<file path="src/rtl/oicf_pkg.sv">
// ----------------------------------------------------------------------------
// oicf_pkg
// Shared types, constants and helpers for the occupancy isolated-cell filter.
// ----------------------------------------------------------------------------
package oicf_pkg;

   localparam int MAX_COLS = 1024;
   localparam int MAX_ROWS = 1024;

   localparam int DIM_W   = 11;                       // row/col count registers
   localparam int MINN_W  = 4;                        // min_neighbors register
   localparam int LEVEL_W = 11;                       // Q10 traversability
   localparam int CODE_W  = 2;
   localparam int CNT_W   = 4;                        // neighbor count, 0..8

   localparam int COL_W   = $clog2(MAX_COLS);         // column index
   localparam int COLC_W  = $clog2(MAX_COLS + 1);     // column count
   localparam int ROW_W   = $clog2(MAX_ROWS);         // output row index
   localparam int ROWC_W  = $clog2(MAX_ROWS + 1);     // row count
   localparam int INROW_W = $clog2(MAX_ROWS + 3);     // input row index, runs past end on drain

   localparam int CSR_IDX_W = 2;
   localparam logic [CSR_IDX_W-1:0] CSR_ROW_COUNT     = 2'd0;
   localparam logic [CSR_IDX_W-1:0] CSR_COL_COUNT     = 2'd1;
   localparam logic [CSR_IDX_W-1:0] CSR_MIN_NEIGHBORS = 2'd2;

   localparam logic CMD_CELL  = 1'b0;
   localparam logic CMD_FLUSH = 1'b1;

   localparam logic [LEVEL_W-1:0] LEVEL_ONE      = 11'd1024;
   localparam logic [LEVEL_W-1:0] LEVEL_HALF     = 11'd512;
   localparam logic [LEVEL_W-1:0] LEVEL_PROMOTED = 11'd614;

   localparam logic [DIM_W-1:0] ROW_COUNT_RESET = 11'd1024;
   localparam logic [DIM_W-1:0] COL_COUNT_RESET = 11'd1024;

   typedef enum logic [CODE_W-1:0] {
      CODE_UNKNOWN = 2'd0,
      CODE_FREE    = 2'd1,
      CODE_OCC     = 2'd2
   } occ_code_type;

   typedef struct packed {
      logic               command;
      logic [CODE_W-1:0]  occupancy_code;
      logic               trav_known;
      logic [LEVEL_W-1:0] trav_level;
   } req_type;

   typedef struct packed {
      logic [CODE_W-1:0]  occupancy_out;
      logic               trav_known_out;
      logic [LEVEL_W-1:0] trav_level_out;
      logic               cell_removed;
      logic               frame_last;
   } rsp_type;

   // one line-buffer entry: two rows of codes plus the middle row's level
   typedef struct packed {
      logic [CODE_W-1:0]  upper;
      logic [CODE_W-1:0]  middle;
      logic               known;
      logic [LEVEL_W-1:0] level;
   } line_word_type;

   localparam int LINE_W = $bits(line_word_type);

   // one window column: occupied bits (bit 0 = top row) and the middle-row cell
   typedef struct packed {
      logic [2:0]         occ;
      logic [CODE_W-1:0]  code;
      logic               known;
      logic [LEVEL_W-1:0] level;
   } column_type;

   function automatic logic [COLC_W-1:0] clamp_cols(input logic [DIM_W-1:0] v);
      logic [COLC_W-1:0] r;
      if (v == '0) begin
         r = COLC_W'(1);
      end else if (int'(v) > MAX_COLS) begin
         r = COLC_W'(MAX_COLS);
      end else begin
         r = COLC_W'(v);
      end
      return r;
   endfunction

   function automatic logic [ROWC_W-1:0] clamp_rows(input logic [DIM_W-1:0] v);
      logic [ROWC_W-1:0] r;
      if (v == '0) begin
         r = ROWC_W'(1);
      end else if (int'(v) > MAX_ROWS) begin
         r = ROWC_W'(MAX_ROWS);
      end else begin
         r = ROWC_W'(v);
      end
      return r;
   endfunction

endpackage

</file>
<file path="src/rtl/oicf_window_cell.sv">
// ----------------------------------------------------------------------------
// oicf_window_cell
// One column of the 3x3 window; takes its neighbor's column on every shift.
// ----------------------------------------------------------------------------
module oicf_window_cell (
   input  logic                 clock,
   input  logic                 reset,
   input  logic                 shift_en,
   input  oicf_pkg::column_type col_in,
   output oicf_pkg::column_type col_out
);

   oicf_pkg::column_type col_ff;
   oicf_pkg::column_type col_in_w;

   always_comb begin
      col_in_w = shift_en ? col_in : col_ff;
   end

   always_ff @(posedge clock) begin
      if (reset) begin
         col_ff <= '0;
      end else begin
         col_ff <= col_in_w;
      end
   end

   assign col_out = col_ff;

endmodule

</file>
<file path="config.mk">
export PLATFORM = sky130hd
export DESIGN_NAME = oicf_window_cell
export DESIGN_NICKNAME = d
export VERILOG_FILES = /design/src/rtl/oicf_pkg.sv /design/src/rtl/oicf_window_cell.sv
export SDC_FILE = /design/constraint.sdc
export NUM_CORES = 1
export LEC_CHECK = 0
export ABC_AREA = 1
export BUFFER_PORTS_ARGS = -buffer_cell sky130_fd_sc_hd__clkbuf_2
export CORE_ASPECT_RATIO = 1.2
export CORE_MARGIN = 2
export CORE_UTILIZATION = 43
export CTS_CLUSTER_DIAMETER = 50
export DETAILED_ROUTE_END_ITERATION = 7
export GPL_TIMING_DRIVEN = 0
export PLACE_DENSITY = 0.76
export SLEW_MARGIN = 20
export SYNTH_ARGS = -nofsm -noshare
export SYNTH_HDL_FRONTEND = slang
export SYNTH_SLANG_ARGS = --single-unit
</file>
<file path="constraint.sdc">
create_clock -name clock -period 0.8 [get_ports clock]
set_input_delay 0.08 -clock clock [delete_from_list [all_inputs] [get_ports clock]]
set_output_delay 0.08 -clock clock [all_outputs]
set_load 0.005 [all_outputs]
</file>
==> results by group <==
Clock network
  – CTS Hold Bufs: 0
  – CTS tree: done
  – Root cell of the clock tree: clkbuf_4
  – Worst-path clk slew: 0.10 ns
  – Post-CTS Setup Repair Bufs: 0
  – Total CTS buffers: 3
  – Total clock sinks: 17
  – H-tree Lvls: 1
  – Worst skew pair latency: 0.28 ns
  – Clock Path Buffers: 2

Yosys
  – Top-area cell type share of the netlist area: 46.5%
  – Syn nets: 128
  – Proportion of synthesized area in mux cells: 0%
  – FF+latch count, synth: 17
  – Post-Synth Adder-Cell Area: 0%
  – Most instantiated cells after synthesis: 33 x nand2_1, 30 x nor2_1, 17 x dfxtp_1, 17 x inv_1, 4 x nor2_2
  – Syn Area/Cell: 6.78 um^2
  – Cells after synthesis: 108
  – Synth Area in Simple Gates: 36.6%
  – Most common cell in the netlist: nand2_1
  – Synth top area cells: dfxtp_1 46%, nand2_1 17%, nor2_1 15%, inv_1 8.7%, buf_6 4.6%
  – Cell taking the most area after synthesis: dfxtp_1
  – Synth Area in XOR/XNOR: 0%
  – Synth Flop Type: dfxtp_1
  – Compound-Gate Fraction of Synth Area: 0%
  – Largest family of logic cells by synthesized area: simple AND/OR/NAND/NOR gates
  – Post-synth ARST share: 0%
  – Synth Cell Area: 732 um^2
  – Synth warn: 0
  – Register area share after synthesis: 46.5%
  – Yosys cell types: 10
  – Post-synth EDFFs: 0

Min path
  – Hold Path Class: in2reg

Worst setup path
  – CP startpoint kind: flip-flop
  – Buffer and inverter count on the worst path: 1
  – CP max-delay cell: dfxtp_2
  – Crit-path cells: clkbuf_2
  – Crit path kind: reg2out
  – Cell family with most CP delay: flip-flops
  – Worst Path Required: 0.72 ns
  – WP data arrival: 0.72 ns
  – Max incr delay on CP: 0.34 ns
  – Critical Path Sink Type: output port
  – CP Max Fanout: 2

Timing
  – Period utilization: 99.7%
  – Worst clock skew: 0 ns
  – WHS: 0.0625 ns
  – Max transition margin: 91.2%
  – Post-route minimum period: 0.798 ns
  – Final hold vios: 0
  – Tightest Pin Transition: 0.132 ns
  – Pins Over Slew Limit: 0
  – Fmax: 1.25 GHz
  – RSZ-0062 raised after global routing: true
  – Number of setup violations in the final report: 0

Place
  – DP HPWL: 1090 um
  – Port bufs: 35
  – Placer Congestion: 0.724

Global routing
  – First-pass GRT wire length: 2410 um
  – Total gr overflow: 0
  – Largest net degree at the start of global routing: 11
  – GRT Total Usage: 14.3%
  – Initial antenna violation count: 0
  – Number of global-route vias before repair: 608

Power and ir drop
  – VDD IR max: 949 uV
  – Pwr Total: 0.00167 W
  – Leakage Power: 0.596 nW
  – Cell area power density: 1700 mW/mm^2

Die
  – Die H: 49.2 um
  – Starting density of the core: 45.1%
  – Die width: 41.7 um
  – I/O pin count: 37
  – Core area: 0.00162 mm^2
  – Rows: 16
  – Die area: 0.00205 mm^2

Finish
  – Area growth, synth to finish: 34.4%
  – Antenna cells: 0
  – Fill count: 166
  – Fraction of layout cells with a size suffix above 1: 44.9%
  – Largest register FFs: 17
  – Nets: 168

Drt
  – Final WL: 1370 um
  – Pre-Repair DR Iteration Count: 4
  – Number of DRC markers in iteration 0: 2
  – Routed Antenna Nets: 0
  – Via count: 688
  – Via/cell ratio: 4.17
  – DRC viols: 0
  – DR WL/cell: 8.27 um

Status
  – Status: complete, no violations

Run
  – Max capacitance violation total: 0
## final cells by class
type,instances,area (um^2),share of cell area (%)
Sequential cell,17,362,36.8
Multi-Input combinational cell,68,268,27.2
Timing Repair Buffer,35,181,18.4
Inverter,18,67.6,6.87
Buffer,5,56.3,5.73
Clock buffer,4,26.3,2.67
Tap cell,18,22.5,2.29
## placed cells by master, fill, tap and decap left out
cell type and count:
nor2_1 30, inv_2 1, clkbuf_1 1, nand2_2 1, buf_4 1, buf_6 4, nand2_1 33, dfxtp_2 17
nor2_2 4, clkbuf_2 34, inv_1 17, buf_8 1, clkbuf_4 3
## cell families (layout without fill, tap and decap cells)
family,count (synthesis),count (layout)
and+or+nand+nor,68,68
buffers and inverters,23,62
DFF,17,17
## final timing paths
check	from	cells after the start	end	slack (ns)
worst max-delay path	col_out[15]	1	col_out[15]	0.002
worst min-delay path	col_in[8]	5	col_out[8]	0.06
worst max register to register	col_out[2]	2	col_out[2]	0.22
worst min register to register	col_out[4]	2	col_out[4]	0.47
## per-layer routing
metal | vias up | track usage (%) | wire length [um] | share of wire (%)
met5 | - | 0 | 0 | 0
met4 | 0 | 3.23 | 4 | 0.29
met3 | 2 | 2.59 | 119 | 8.7
met2 | 29 | 24.0 | 599 | 44
met1 | 278 | 19.0 | 643 | 47
li1 | 379 | - | - | -
## repair_timing
| action | 4_1_cts | 5_1_grt |
|---|---|---|
| hold endpoints to repair | 0 | 0 |
| endpoints found under the setup margin | 17 | 17 |
| resized for setup | 17 | 1 |
## power by group
group / total, W / switching [W] / internal, W
Sequential: 0.000946 / 0.0000299 / 0.000917
Clock: 0.000431 / 0.000238 / 0.000193
Combinational: 0.000294 / 0.000143 / 0.000151
Total: 0.00167 / 0.000411 / 0.00126
## metrics by stage
step / setup TNS (ns) / utilization, % / area (um^2) / std cells / setup WS [ns]
floorplan: 0 / - / 732 / 108 / 0.208
global placement: 0 / 57.3 / 930 / 161 / 0.130
detailed placement: 0 / 57.3 / 930 / 161 / 0.0931
CTS: -0.0298 / 60.3 / 977 / 165 / -0.0113
global route: -0.551 / 60.6 / 983 / 165 / -0.0470
finish: 0 / 60.6 / 983 / 165 / 0.00205
No activity file was read; power rests on OpenSTA's default activity.
